===== src/design/cbs_pkg.sv =====
// ----------------------------------------------------------------------------
// cbs_pkg
// Shared types, codes and constants for the converter bring-up sequencer.
// ----------------------------------------------------------------------------
package cbs_pkg;

  // Transaction codes on the input channel
  typedef enum logic [1:0] {
    ACT_TICK  = 2'd0,
    ACT_START = 2'd1,
    ACT_STOP  = 2'd2,
    ACT_FAULT = 2'd3
  } action_e;

  // Operating modes
  typedef enum logic [2:0] {
    M_IDLE  = 3'd0,
    M_OPEN  = 3'd1,
    M_CDC   = 3'd2,
    M_OUTER = 3'd3,
    M_FAULT = 3'd4
  } mode_e;

  // Configuration register indexes
  typedef enum logic [2:0] {
    CFG_DC_CURRENT_REF = 3'd0,
    CFG_BUS_TARGET     = 3'd1,
    CFG_BUS_RAMP_RATE  = 3'd2,
    CFG_VOUT_REF       = 3'd3,
    CFG_PROP_GAIN      = 3'd4,
    CFG_INTEG_GAIN     = 3'd5,
    CFG_INTEG_LIMIT    = 3'd6,
    CFG_CURRENT_LIMIT  = 3'd7
  } cfg_idx_e;

  // Operand selection of the shared multiplier
  typedef enum logic [1:0] {
    MUL_STEP = 2'd0,  // ramp rate * dt
    MUL_EDT  = 2'd1,  // error * dt
    MUL_KI   = 2'd2,  // integ gain * (error * dt)
    MUL_KP   = 2'd3   // prop gain * error
  } mul_op_e;

  // Controller states
  typedef enum logic [3:0] {
    ST_IDLE  = 4'd0,
    ST_STEP  = 4'd1,
    ST_EXEC  = 4'd2,
    ST_EDT   = 4'd3,
    ST_KI    = 4'd4,
    ST_INTEG = 4'd5,
    ST_KP    = 4'd6,
    ST_SUM   = 4'd7,
    ST_DONE  = 4'd8
  } state_e;

  localparam int unsigned CFG_IDX_W  = 3;
  localparam int unsigned CFG_DATA_W = 16;

  // Fixed design constants
  localparam logic signed [15:0] OL_DUTY_CMD    = 16'sd1638;
  localparam logic [14:0]        BUS_START      = 15'd3072;
  localparam logic [22:0]        BUS_START_FINE = {BUS_START, 8'd0};
  localparam logic [15:0]        OL_HOLD_MS     = 16'd200;
  localparam logic [15:0]        CDC_HOLD_MS    = 16'd300;
  localparam logic [7:0]         DT_MAX_MS      = 8'd100;

  // Configuration reset values
  localparam logic [14:0] RST_DC_CURRENT_REF = 15'd128;
  localparam logic [14:0] RST_BUS_TARGET     = 15'd6144;
  localparam logic [15:0] RST_BUS_RAMP_RATE  = 16'd262;
  localparam logic [14:0] RST_VOUT_REF       = 15'd2048;
  localparam logic [15:0] RST_PROP_GAIN      = 16'd205;
  localparam logic [15:0] RST_INTEG_GAIN     = 16'd524;
  localparam logic [14:0] RST_INTEG_LIMIT    = 15'd512;
  localparam logic [14:0] RST_CURRENT_LIMIT  = 15'd512;

  // Input transaction payload
  typedef struct packed {
    action_e            action;
    logic signed [15:0] vout_meas;
    logic               grid_lock;
    logic               hw_healthy;
    logic [7:0]         elapsed_ms;
  } in_item_t;

  // Output transaction payload
  typedef struct packed {
    logic [2:0]         mode;
    logic               ol_forced;
    logic               cur_loop_on;
    logic               vloop_on;
    logic signed [15:0] duty_cmd;
    logic signed [15:0] current_ref;
    logic [14:0]        bus_cmd;
  } out_item_t;

  // Controller to datapath commands
  typedef struct packed {
    logic    capture;
    logic    mul_en;
    mul_op_e mul_op;
    logic    exec;
    logic    integ_upd;
    logic    sum_upd;
    logic    out_load;
  } ctrl_cmd_t;

  // Datapath to controller status
  typedef struct packed {
    logic pi_req;
  } dp_status_t;

endpackage


===== src/design/cbs_ctrl.sv =====
// ----------------------------------------------------------------------------
// cbs_ctrl
// Sequencing state machine: steps each transaction through the datapath and
// owns the input ready and output valid handshakes.
// ----------------------------------------------------------------------------
module cbs_ctrl
  import cbs_pkg::*;
(
  input  logic       clk_i,
  input  logic       rst_ni,
  input  logic       in_valid_i,
  output logic       in_ready_o,
  output logic       out_valid_o,
  input  logic       out_ready_i,
  input  dp_status_t status_i,
  output ctrl_cmd_t  cmd_o
);

  state_e state_q, state_d;
  logic   out_valid_q, out_valid_d;
  logic   load;

  // Next state
  always_comb begin
    state_d = state_q;
    case (state_q)
      ST_IDLE:  if (in_valid_i) state_d = ST_STEP;
      ST_STEP:  state_d = ST_EXEC;
      ST_EXEC:  state_d = status_i.pi_req ? ST_EDT : ST_DONE;
      ST_EDT:   state_d = ST_KI;
      ST_KI:    state_d = ST_INTEG;
      ST_INTEG: state_d = ST_KP;
      ST_KP:    state_d = ST_SUM;
      ST_SUM:   state_d = ST_DONE;
      ST_DONE:  if (load) state_d = ST_IDLE;
      default:  state_d = ST_IDLE;
    endcase
  end

  // Output register may be loaded when empty or being drained
  assign load = (state_q == ST_DONE) && (!out_valid_q || out_ready_i);

  // Commands
  always_comb begin
    cmd_o = '0;
    cmd_o.mul_op = MUL_STEP;
    case (state_q)
      ST_IDLE: cmd_o.capture = in_valid_i;
      ST_STEP: begin
        cmd_o.mul_en = 1'b1;
        cmd_o.mul_op = MUL_STEP;
      end
      ST_EXEC: cmd_o.exec = 1'b1;
      ST_EDT: begin
        cmd_o.mul_en = 1'b1;
        cmd_o.mul_op = MUL_EDT;
      end
      ST_KI: begin
        cmd_o.mul_en = 1'b1;
        cmd_o.mul_op = MUL_KI;
      end
      ST_INTEG: cmd_o.integ_upd = 1'b1;
      ST_KP: begin
        cmd_o.mul_en = 1'b1;
        cmd_o.mul_op = MUL_KP;
      end
      ST_SUM:  cmd_o.sum_upd = 1'b1;
      ST_DONE: cmd_o.out_load = load;
      default: cmd_o = '0;
    endcase
  end

  // Output valid: set on load, drop when taken
  always_comb begin
    out_valid_d = out_valid_q;
    if (load) begin
      out_valid_d = 1'b1;
    end else if (out_ready_i) begin
      out_valid_d = 1'b0;
    end
  end

  always_ff @(posedge clk_i or negedge rst_ni) begin
    if (!rst_ni) begin
      state_q     <= ST_IDLE;
      out_valid_q <= 1'b0;
    end else begin
      state_q     <= state_d;
      out_valid_q <= out_valid_d;
    end
  end

  assign in_ready_o  = (state_q == ST_IDLE);
  assign out_valid_o = out_valid_q;

endmodule


===== src/design/cbs_datapath.sv =====
// ----------------------------------------------------------------------------
// cbs_datapath
// Configuration registers, sequencer state, bus ramp, shared multiplier and
// the PI outer loop arithmetic, plus the output register.
// ----------------------------------------------------------------------------
module cbs_datapath
  import cbs_pkg::*;
(
  input  logic                  clk_i,
  input  logic                  rst_ni,
  input  logic                  cfg_we_i,
  input  logic [CFG_IDX_W-1:0]  cfg_idx_i,
  input  logic [CFG_DATA_W-1:0] cfg_data_i,
  input  in_item_t              in_data_i,
  input  ctrl_cmd_t             cmd_i,
  output dp_status_t            status_o,
  output out_item_t             out_data_o
);

  // Configuration
  logic [14:0] dc_current_ref_q, bus_target_q, vout_ref_q, integ_limit_q, current_limit_q;
  logic [15:0] bus_ramp_rate_q, prop_gain_q, integ_gain_q;

  // Captured transaction
  action_e            action_q;
  logic signed [15:0] vmeas_q;
  logic               locked_q;
  logic               hw_ok_q;
  logic [6:0]         dt_q;
  logic [6:0]         dt_norm;

  // Sequencer state
  mode_e              mode_q, mode_d;
  logic               start_q, start_d;
  logic [15:0]        time_q, time_d;
  logic [22:0]        bus_q, bus_d;
  logic signed [35:0] integ_q, integ_d;
  logic signed [15:0] cref_q, cref_d;
  logic signed [15:0] duty_q, duty_d;
  logic [2:0]         en_q, en_d;  // {outer, current, open}

  // Arithmetic
  logic signed [17:0] err_q, err_d;
  logic signed [16:0] mul_a;
  logic signed [25:0] mul_b;
  logic signed [42:0] prod_q, prod_d;

  // Write configuration registers
  always_ff @(posedge clk_i or negedge rst_ni) begin
    if (!rst_ni) begin
      dc_current_ref_q <= RST_DC_CURRENT_REF;
      bus_target_q     <= RST_BUS_TARGET;
      bus_ramp_rate_q  <= RST_BUS_RAMP_RATE;
      vout_ref_q       <= RST_VOUT_REF;
      prop_gain_q      <= RST_PROP_GAIN;
      integ_gain_q     <= RST_INTEG_GAIN;
      integ_limit_q    <= RST_INTEG_LIMIT;
      current_limit_q  <= RST_CURRENT_LIMIT;
    end else if (cfg_we_i) begin
      case (cfg_idx_e'(cfg_idx_i))
        CFG_DC_CURRENT_REF: dc_current_ref_q <= cfg_data_i[14:0];
        CFG_BUS_TARGET:     bus_target_q     <= cfg_data_i[14:0];
        CFG_BUS_RAMP_RATE:  bus_ramp_rate_q  <= cfg_data_i;
        CFG_VOUT_REF:       vout_ref_q       <= cfg_data_i[14:0];
        CFG_PROP_GAIN:      prop_gain_q      <= cfg_data_i;
        CFG_INTEG_GAIN:     integ_gain_q     <= cfg_data_i;
        CFG_INTEG_LIMIT:    integ_limit_q    <= cfg_data_i[14:0];
        CFG_CURRENT_LIMIT:  current_limit_q  <= cfg_data_i[14:0];
        default: ;
      endcase
    end
  end

  // Replace a bad tick length by one millisecond
  assign dt_norm = (in_data_i.elapsed_ms == 8'd0 || in_data_i.elapsed_ms > DT_MAX_MS)
                   ? 7'd1 : in_data_i.elapsed_ms[6:0];

  // Capture the transaction
  always_ff @(posedge clk_i) begin
    if (cmd_i.capture) begin
      action_q <= in_data_i.action;
      vmeas_q  <= in_data_i.vout_meas;
      locked_q <= in_data_i.grid_lock;
      hw_ok_q  <= in_data_i.hw_healthy;
      dt_q     <= dt_norm;
    end
  end

  // Voltage error, registered with the ramp step
  assign err_d = $signed({3'b000, vout_ref_q}) - $signed({{2{vmeas_q[15]}}, vmeas_q});

  // Shared multiplier operands
  always_comb begin
    case (cmd_i.mul_op)
      MUL_STEP: begin
        mul_a = $signed({1'b0, bus_ramp_rate_q});
        mul_b = $signed({19'd0, dt_q});
      end
      MUL_EDT: begin
        mul_a = $signed({10'd0, dt_q});
        mul_b = {{8{err_q[17]}}, err_q};
      end
      MUL_KI: begin
        mul_a = $signed({1'b0, integ_gain_q});
        mul_b = prod_q[25:0];
      end
      MUL_KP: begin
        mul_a = $signed({1'b0, prop_gain_q});
        mul_b = {{8{err_q[17]}}, err_q};
      end
      default: begin
        mul_a = '0;
        mul_b = '0;
      end
    endcase
  end

  assign prod_d = 43'(mul_a) * 43'(mul_b);

  always_ff @(posedge clk_i) begin
    if (cmd_i.mul_en) begin
      prod_q <= prod_d;
    end
    if (cmd_i.mul_en && cmd_i.mul_op == MUL_STEP) begin
      err_q <= err_d;
    end
  end

  // Bus ramp toward target by the registered step
  logic [22:0]        tgt_fine;
  logic signed [24:0] ramp_err, ramp_step;
  logic [22:0]        bus_ramp;

  assign tgt_fine  = {bus_target_q, 8'd0};
  assign ramp_err  = $signed({2'b00, tgt_fine}) - $signed({2'b00, bus_q});
  assign ramp_step = $signed({2'b00, prod_q[22:0]});

  always_comb begin
    if (ramp_err > ramp_step) begin
      bus_ramp = bus_q + prod_q[22:0];
    end else if (ramp_err < -ramp_step) begin
      bus_ramp = bus_q - prod_q[22:0];
    end else begin
      bus_ramp = tgt_fine;
    end
  end

  // Mode time with saturation
  logic [16:0] time_sum;
  logic [15:0] time_sat;

  assign time_sum = {1'b0, time_q} + {10'd0, dt_q};
  assign time_sat = time_sum[16] ? 16'hFFFF : time_sum[15:0];

  // PI runs on a healthy, started, locked tick in outer mode
  assign status_o.pi_req = (action_q == ACT_TICK) && hw_ok_q && start_q &&
                           (mode_q == M_OUTER) && locked_q;

  // Integrator accumulate and clamp
  logic signed [43:0] integ_sum, integ_lim, integ_clamp;

  assign integ_sum = {{8{integ_q[35]}}, integ_q} + {prod_q[42], prod_q};
  assign integ_lim = $signed({9'd0, integ_limit_q, 20'd0});

  always_comb begin
    if (integ_sum > integ_lim) begin
      integ_clamp = integ_lim;
    end else if (integ_sum < -integ_lim) begin
      integ_clamp = -integ_lim;
    end else begin
      integ_clamp = integ_sum;
    end
  end

  // Proportional plus integral, clamp, round to 1/256 A
  logic signed [43:0] pi_sum, cur_lim, pi_clamp, pi_round;

  assign pi_sum  = $signed({prod_q[35:0], 8'd0}) + {{8{integ_q[35]}}, integ_q};
  assign cur_lim = $signed({9'd0, current_limit_q, 20'd0});

  always_comb begin
    if (pi_sum > cur_lim) begin
      pi_clamp = cur_lim;
    end else if (pi_sum < -cur_lim) begin
      pi_clamp = -cur_lim;
    end else begin
      pi_clamp = pi_sum;
    end
  end

  assign pi_round = pi_clamp + 44'sd524288;

  // Sequencer update
  mode_e       eff_mode;
  logic [15:0] eff_time;

  always_comb begin
    mode_d   = mode_q;
    start_d  = start_q;
    time_d   = time_q;
    bus_d    = bus_q;
    integ_d  = integ_q;
    cref_d   = cref_q;
    duty_d   = duty_q;
    en_d     = en_q;
    eff_mode = mode_q;
    eff_time = time_sat;

    if (cmd_i.exec) begin
      case (action_q)
        ACT_TICK: begin
          if (!hw_ok_q) begin
            // Hardware fault: enter fault, keep bus and integrator
            mode_d  = M_FAULT;
            en_d    = 3'b000;
            cref_d  = '0;
            duty_d  = '0;
            start_d = 1'b0;
          end else if (!start_q) begin
            // Not started: stop any running mode
            if (mode_q != M_IDLE && mode_q != M_FAULT) begin
              start_d = 1'b0;
              mode_d  = M_IDLE;
              en_d    = 3'b000;
              cref_d  = '0;
              duty_d  = '0;
              integ_d = '0;
              bus_d   = BUS_START_FINE;
              time_d  = '0;
            end
          end else if (mode_q != M_FAULT) begin
            // Active tick: ramp, then advance the mode
            if (mode_q == M_IDLE) begin
              eff_mode = M_OPEN;
              eff_time = '0;
              bus_d    = BUS_START_FINE;
            end else begin
              bus_d    = bus_ramp;
            end
            mode_d = eff_mode;
            time_d = eff_time;
            case (eff_mode)
              M_OPEN: begin
                en_d   = 3'b001;
                duty_d = OL_DUTY_CMD;
                cref_d = '0;
                if (locked_q && eff_time >= OL_HOLD_MS) begin
                  mode_d = M_CDC;
                  time_d = '0;
                end
              end
              M_CDC: begin
                en_d   = 3'b010;
                duty_d = '0;
                cref_d = $signed({1'b0, dc_current_ref_q});
                if (!locked_q) begin
                  mode_d = M_OPEN;
                  time_d = '0;
                end else if (eff_time >= CDC_HOLD_MS) begin
                  mode_d = M_OUTER;
                  time_d = '0;
                end
              end
              M_OUTER: begin
                en_d   = 3'b110;
                duty_d = '0;
                if (!locked_q) begin
                  mode_d = M_OPEN;
                  time_d = '0;
                end
              end
              default: ;
            endcase
          end
        end
        ACT_START: start_d = 1'b1;
        ACT_STOP: begin
          start_d = 1'b0;
          mode_d  = M_IDLE;
          en_d    = 3'b000;
          cref_d  = '0;
          duty_d  = '0;
          integ_d = '0;
          bus_d   = BUS_START_FINE;
          time_d  = '0;
        end
        ACT_FAULT: begin
          mode_d  = M_FAULT;
          en_d    = 3'b000;
          cref_d  = '0;
          duty_d  = '0;
          start_d = 1'b0;
        end
        default: ;
      endcase
    end

    if (cmd_i.integ_upd) begin
      integ_d = integ_clamp[35:0];
    end
    if (cmd_i.sum_upd) begin
      cref_d = pi_round[35:20];
    end
  end

  always_ff @(posedge clk_i or negedge rst_ni) begin
    if (!rst_ni) begin
      mode_q  <= M_IDLE;
      start_q <= 1'b0;
      time_q  <= '0;
      bus_q   <= BUS_START_FINE;
      integ_q <= '0;
      cref_q  <= '0;
      duty_q  <= '0;
      en_q    <= 3'b000;
    end else begin
      mode_q  <= mode_d;
      start_q <= start_d;
      time_q  <= time_d;
      bus_q   <= bus_d;
      integ_q <= integ_d;
      cref_q  <= cref_d;
      duty_q  <= duty_d;
      en_q    <= en_d;
    end
  end

  // Output register
  always_ff @(posedge clk_i) begin
    if (cmd_i.out_load) begin
      out_data_o.mode        <= mode_q;
      out_data_o.ol_forced   <= en_q[0];
      out_data_o.cur_loop_on <= en_q[1];
      out_data_o.vloop_on    <= en_q[2];
      out_data_o.duty_cmd    <= duty_q;
      out_data_o.current_ref <= cref_q;
      out_data_o.bus_cmd     <= bus_q[22:8];
    end
  end

endmodule


===== src/design/converter_bringup_sequencer_unit.sv =====
// A transaction is captured in IDLE and passes the STEP and EXEC states, plus
// EDT, KI, INTEG, KP and SUM for a locked tick in outer mode (PI update); DONE
// loads the output register when free, before the next is taken; the PI path is
// four passes through the one shared 17x26 multiplier plus clamp stages.
// Reset (async, active low): idle mode, bus at start value, configuration at
// defaults, output channel empty. No clearing pass.
// ----------------------------------------------------------------------------
// converter_bringup_sequencer_unit
// Start-up sequencer for a grid power converter: mode stepping with dwell
// times, bus command ramp and PI outer voltage loop.
// ----------------------------------------------------------------------------
module converter_bringup_sequencer_unit
  import cbs_pkg::*;
(
  input  logic                  clk_i,
  input  logic                  rst_ni,
  input  logic                  cfg_we_i,
  input  logic [CFG_IDX_W-1:0]  cfg_idx_i,
  input  logic [CFG_DATA_W-1:0] cfg_data_i,
  input  logic                  in_valid_i,
  output logic                  in_ready_o,
  input  in_item_t              in_data_i,
  output logic                  out_valid_o,
  input  logic                  out_ready_i,
  output out_item_t             out_data_o
);

  ctrl_cmd_t  cmd;
  dp_status_t status;

  cbs_ctrl u_ctrl (
    .clk_i       (clk_i),
    .rst_ni      (rst_ni),
    .in_valid_i  (in_valid_i),
    .in_ready_o  (in_ready_o),
    .out_valid_o (out_valid_o),
    .out_ready_i (out_ready_i),
    .status_i    (status),
    .cmd_o       (cmd)
  );

  cbs_datapath u_datapath (
    .clk_i      (clk_i),
    .rst_ni     (rst_ni),
    .cfg_we_i   (cfg_we_i),
    .cfg_idx_i  (cfg_idx_i),
    .cfg_data_i (cfg_data_i),
    .in_data_i  (in_data_i),
    .cmd_i      (cmd),
    .status_o   (status),
    .out_data_o (out_data_o)
  );

endmodule


===== config.mk =====
export PLATFORM = sky130hd
export DESIGN_NAME = converter_bringup_sequencer_unit
export DESIGN_NICKNAME = d
export VERILOG_FILES = /design/src/design/cbs_pkg.sv /design/src/design/cbs_ctrl.sv /design/src/design/cbs_datapath.sv /design/src/design/converter_bringup_sequencer_unit.sv
export SDC_FILE = /design/constraint.sdc
export NUM_CORES = 2
export LEC_CHECK = 0
export BUFFER_PORTS_ARGS = -buffer_cell sky130_fd_sc_hd__buf_2
export CAP_MARGIN = 20
export CORE_ASPECT_RATIO = 2
export CORE_UTILIZATION = 70
export CTS_BUF_LIST = sky130_fd_sc_hd__clkbuf_4 sky130_fd_sc_hd__clkbuf_8
export DETAILED_ROUTE_END_ITERATION = 7
export PLACE_DENSITY = 0.91
export SETUP_SLACK_MARGIN = 0.15
export SLEW_MARGIN = 5
export SYNTH_ARGS = -nofsm -noshare
export SYNTH_HDL_FRONTEND = slang
export SYNTH_SLANG_ARGS = --single-unit

===== constraint.sdc =====
create_clock -name clk_i -period 13.3 [get_ports clk_i]
set_clock_uncertainty 0.05 [all_clocks]
set_input_delay 2.66 -clock clk_i [delete_from_list [all_inputs] [get_ports clk_i]]
set_output_delay 2.66 -clock clk_i [all_outputs]
set_load 0.03 [all_outputs]

== Word-level counts from Yosys, hierarchy flattened ==
Index checks and enable logic that the tools add are counted.
Cells by class
  add/subtract/negate cells: 11
  multipliers: 1
  magnitude comparators: 9
  equality and inequality tests: 41
  mux-type cells: 85
  reductions and logical operators: 44
Operator list (count)
  $mux 16: 23
  $mux 36: 9
  $mux 23: 7
  $pmux 16 s2: 5
  $gt 44x36->1: 2
  $lt 44x44->1: 2
  $neg 35->44: 2
  $pmux 26 s3: 1
  $pmux 36 s2: 1
  $pmux 17 s4: 1
  $mux 3: 17
  $pmux 16 s3: 1
  $pmux 23 s2: 1
  $add 36x43->44: 1
  $add 44x44->44: 1
  $mul 17x26->43: 1
  $add 36x21->36 const B: 1
  $pmux 4 s9: 1
  $pmux 3 s3: 3
  $gt 25x24->1: 1
  $lt 25x25->1: 1
  $neg 23->25: 1
  $reduce_and 5->1: 5
  $sub 23x23->24: 1
  other kinds (40): 102
Storage, ports and cells
  register bits: 383
  input bits: 52
  output and inout bits: 55
  word-level logic and storage cells: 223

== Depth between registers and ports, before layout ==
  word-level depth: 16
  gate-level depth with buffers: 36
  depth with buffers taken out: 32

== Modules after synthesis ==
From an unflattened synthesis, not the netlist that was laid out.
Second synthesis, totals
  cell total of the unflattened synthesis: 4706
  area, all modules: 42167.9 um^2
By module, submodules not included
  cbs_datapath: instances 1, cells each 4667, area an instance 41826.4 um^2, seq. area each 9332.7 um^2
  cbs_ctrl: instances 1, cells each 39, area an instance 341.6 um^2, seq. area each 125.1 um^2

== Least setup slack after synthesis ==
OpenSTA, ideal clock, no wires.
  kind: register to register
  from: register u_ctrl.state_q[3]
  to: register u_datapath.prod_q[41], data pin
  setup time: 259 ps
  arrival time: 8123 ps
  setup slack: 4868 ps
  stages on the path, launching flop included: 31
  period minus slack after synthesis: 8432 ps
  path through: dfrtp_1 -> clkbuf_1 -> nand2b_1 -> nor3_1 -> clkbuf_1 -> clkbuf_1 -> buf_1 -> a22oi_1 -> nor2_1 -> fa_1 -> fa_1 -> fa_1 -> fa_1 -> fa_1 -> inv_1 -> fa_1 -> inv_1 -> ha_1 -> a21o_1 -> a21o_1 -> a21o_1 -> a21o_1 -> a21o_1 -> a21o_1 -> a21o_1 -> o21a_1 -> o31a_1 -> o21ai_0 -> nand2b_1 -> a41oi_1 -> xnor2_1
On the way
  cells in the longest elaborated chain, start to end: 6
  elaborated cells on any way between the ends: 13
  classes of those cells: mul (1); eq/ne (7); mux (3); reduce/logical (2)
RTL lines
  start: declaration: line cbs_ctrl.sv:19  | state_e state_q, state_d;
  start signal: assignment: line cbs_ctrl.sv:88  | state_q <= state_d;
  $eq 4x3->1, or another cell as far along: line cbs_ctrl.sv:47  | case (state_q)
  $pmux 3 s4 *: line cbs_ctrl.sv:47
  $eq 2x1->1 / $eq 2x2->1 (equally long branches): line cbs_datapath.sv:94  | case (cmd_i.mul_op)
  $reduce_or 2->1 (no source line)
  $pmux 26 s3: line cbs_datapath.sv:94
  $mul 17x26->43 *: line cbs_datapath.sv:118  | assign prod_d = 43'(mul_a) * 43'(mul_b);
  net u_datapath.prod_d[41]: line cbs_datapath.sv:46  | logic signed [42:0] prod_q, prod_d;
  end signal: assignment: line cbs_datapath.sv:122  | prod_q <= prod_d;
  end: declaration: line cbs_datapath.sv:46
Mark *: on every way through the listed nets, which the timed path passes. The rest lies on a longest branch. The select of a mux whose other input is x is not followed.
A chain may end at the register's enable or synchronous reset.

== Worst setup path after layout ==
  from: register u_ctrl.state_q[3]
  to: register u_datapath.prod_q[40], data pin
The elaborated chain is that of the path after synthesis.

==> results.yml <==
job:
  cap_violations: 0
global_routing:
  grtUsageMet3_pct: 14.5
  antenna_found_initial: 16
  grtUsageMet2_pct: 83.4
  overflow: 0
  grt_pass1_vias: 39900
  met1_usage_pct: 44.4
  grt_max_degree: 67
  grt_use_total_pct: 49.7
  top_usage_layer: "met2"
  grt_pass1_wl_mm: 225
yosys:
  async_reset_ff_share_pct: 64.5
  syn_area_per_cell_um2: 8.95
  synth.ff_latch_count: 352
  seq_area_frac_synth_pct: 22.4
  synthFlopType: "dfrtp_1"
  synth_edf_count: 125
  syn_area_mm2: 0.0422
  synth_cell_types: 93
  yosysWarnings: 0
  syn_inst: 4712
setup_path:
  arrival_ns: 10.21
  critPathLaunchType: "flip-flop"
  critical-path-top-delay-family: "adder cells"
  crit_path_frequent_cell: "fa_1"
  critPathCaptureType: "flip-flop"
  worst-path-buf-inv: 6
  timing.critical_path.fanout_max: 44
  required_ns: 13.67
  cp_slowest_cell: "o21a_1"
  worst-setup-path-type: "reg2reg"
  critical_path.max_stage_delay_ns: 0.77
cts:
  insertion_delay_ns: 0.69
  h-tree-depth: 2
  clkTransAtPathRegs_ns: 0.07
  ctsResizeCount: 0
  cts_hold_buf: 0
  post_cts_buffers: 0
  cts_sinks: 352
  cts_root_buf: "clkbuf_8"
  cts_buffer_depth: 3
  cts_tree: "done"
  cts_buffers: 51
floorplan:
  io_pins: 107
  fp.dieW_um: 176
  row_count: 127
  dieArea_mm2: 0.0613
  dieHeight_um: 349
  core_area_mm2: 0.0597
  initial_utilization_pct: 70.6
worst_hold_path:
  min-delay-path-class: "reg2reg"
layout:
  layout_common_cells: "694 x inv_1, 437 x nor2_1, 434 x nand2_1"
  drive_gt1_share_pct: 9.58
  fillers: 4403
  layout_commonest_cell: "inv_1"
  area_growth_pct: 6.18
  nets: 5617
sta:
  rsz0062_at_grt: "false"
  period_share_pct: 74.0
  fin_setup_tns_ns: 0
  fmax_mhz: 102
  hold_viol: 0
  max-slew-margin-rel_pct: 12.0
  drv_slew: 0
  final-setup-viol-count: 0
  min_period_ns: 9.84
  hold-worst-slack_ns: 0.400
  tightestPinTransition_ns: 1.32
routing:
  wirelength_mm: 148
  vias: 37500
  ant_nets: 0
  wl_per_cell_um: 26.5
  first_iter_violations: 3257
  first_pass_iters: 8
  vias_per_cell: 6.71
  drc: 0
outcome:
  outcome: "complete, no violations"
placement:
  hpwlAfterDp_mm: 116
  io_buffers: 96
  gp_congestion: 1.04
metal layers:
metal / wire, um / vias to the layer above
met5: 100 / -
met4: 20200 / 14
met2: 71900 / 2279
met1: 42500 / 18000
met3: 13500 / 1146
li1: - / 16100
synthesized netlist by cell type (all sizes together) (44+ instances only):
master	n	area [um^2]
edfxtp	125	3750
nor2b	46	288
a21o	121	908
a21oi	251	1260
nor3	90	455
mux2	134	1510
nor2	439	1650
nand2	434	1630
o21ai	181	906
clkbuf	144	541
xor2	53	464
nand3	82	410
inv	694	2610
fa	411	8230
ha	393	4920
xnor2	165	1450
nand2b	44	275
dfrtp	208	5200
o21a	48	360
cell type report:
type,instances,area [um^2],share of cell area (%)
antenna,17,42.5,0.0950
clock buffer,74,925,2.06
clock inverter,22,265,0.592
inverter,694,2610,5.82
multi-input combinational,3504,29500,65.9
sequential,352,9460,21.1
tap,774,968,2.16
timing repair buffer,158,1000,2.23
stage by stage:
stage	util, %	std cells	area, um^2	worst slack (ns)
after detailed placement	72.7	5473	43500	3.53
after global placement	72.7	5472	43400	3.73
after CTS	74.7	5569	44600	3.51
after floorplan	-	4721	42200	4.87
after global routing	74.9	5585	44800	3.09
final	75.0	5595	44800	3.46
logic make-up after synthesis:
logic type                 share of synthesized area [%]
and+or+nand+nor                                     14.6
DFF                                                 22.4
muxes                                               4.11
other                                            0.00889
adders and majority gates                           31.2
buffers and inverters                               7.89
AOI/OAI and AO/OA                                   15.3
xor gates and xnor gates                            4.53
sequential cells by signal, summed over array words and instances (netlist names), 4 cells and up:
signal	flops
u_datapath.vout_ref_q	15
u_datapath.prod_q	43
u_datapath.time_q	16
u_datapath.out_data_o	38
u_datapath.vmeas_q	16
u_datapath.integ_gain_q	16
u_datapath.bus_ramp_rate_q	16
u_datapath.current_limit_q	15
u_datapath.integ_q	36
u_datapath.cref_q	16
u_datapath.bus_target_q	15
u_datapath.dt_q	7
u_datapath.err_q	17
u_datapath.prop_gain_q	16
u_datapath.bus_q	23
u_datapath.dc_current_ref_q	15
u_ctrl.state_q	4
u_datapath.integ_limit_q	15
worst paths after layout:
| check | startpoint | to | slack (ns) | cells after the start |
|---|---|---|---|---|
| max in group asynchronous | rst_ni | u_datapath.integ_q[15] | 9.45 | 3 |
| worst max-delay path | u_ctrl.state_q[3] | u_datapath.prod_q[40] | 3.46 | 31 |
| worst min-delay path | u_datapath.cref_q[15] | u_datapath.out_data_o[30] | 0.40 | 0 |
| worst max register to register | u_ctrl.state_q[3] | u_datapath.prod_q[40] | 3.46 | 31 |
| worst min register to register | u_datapath.cref_q[15] | u_datapath.out_data_o[30] | 0.40 | 0 |
| min in group asynchronous | rst_ni | u_datapath.time_q[0] | 1.84 | 1 |
Power is not shown: default switching activity piles up to over one toggle a cycle in this logic, so the estimate is an artifact.
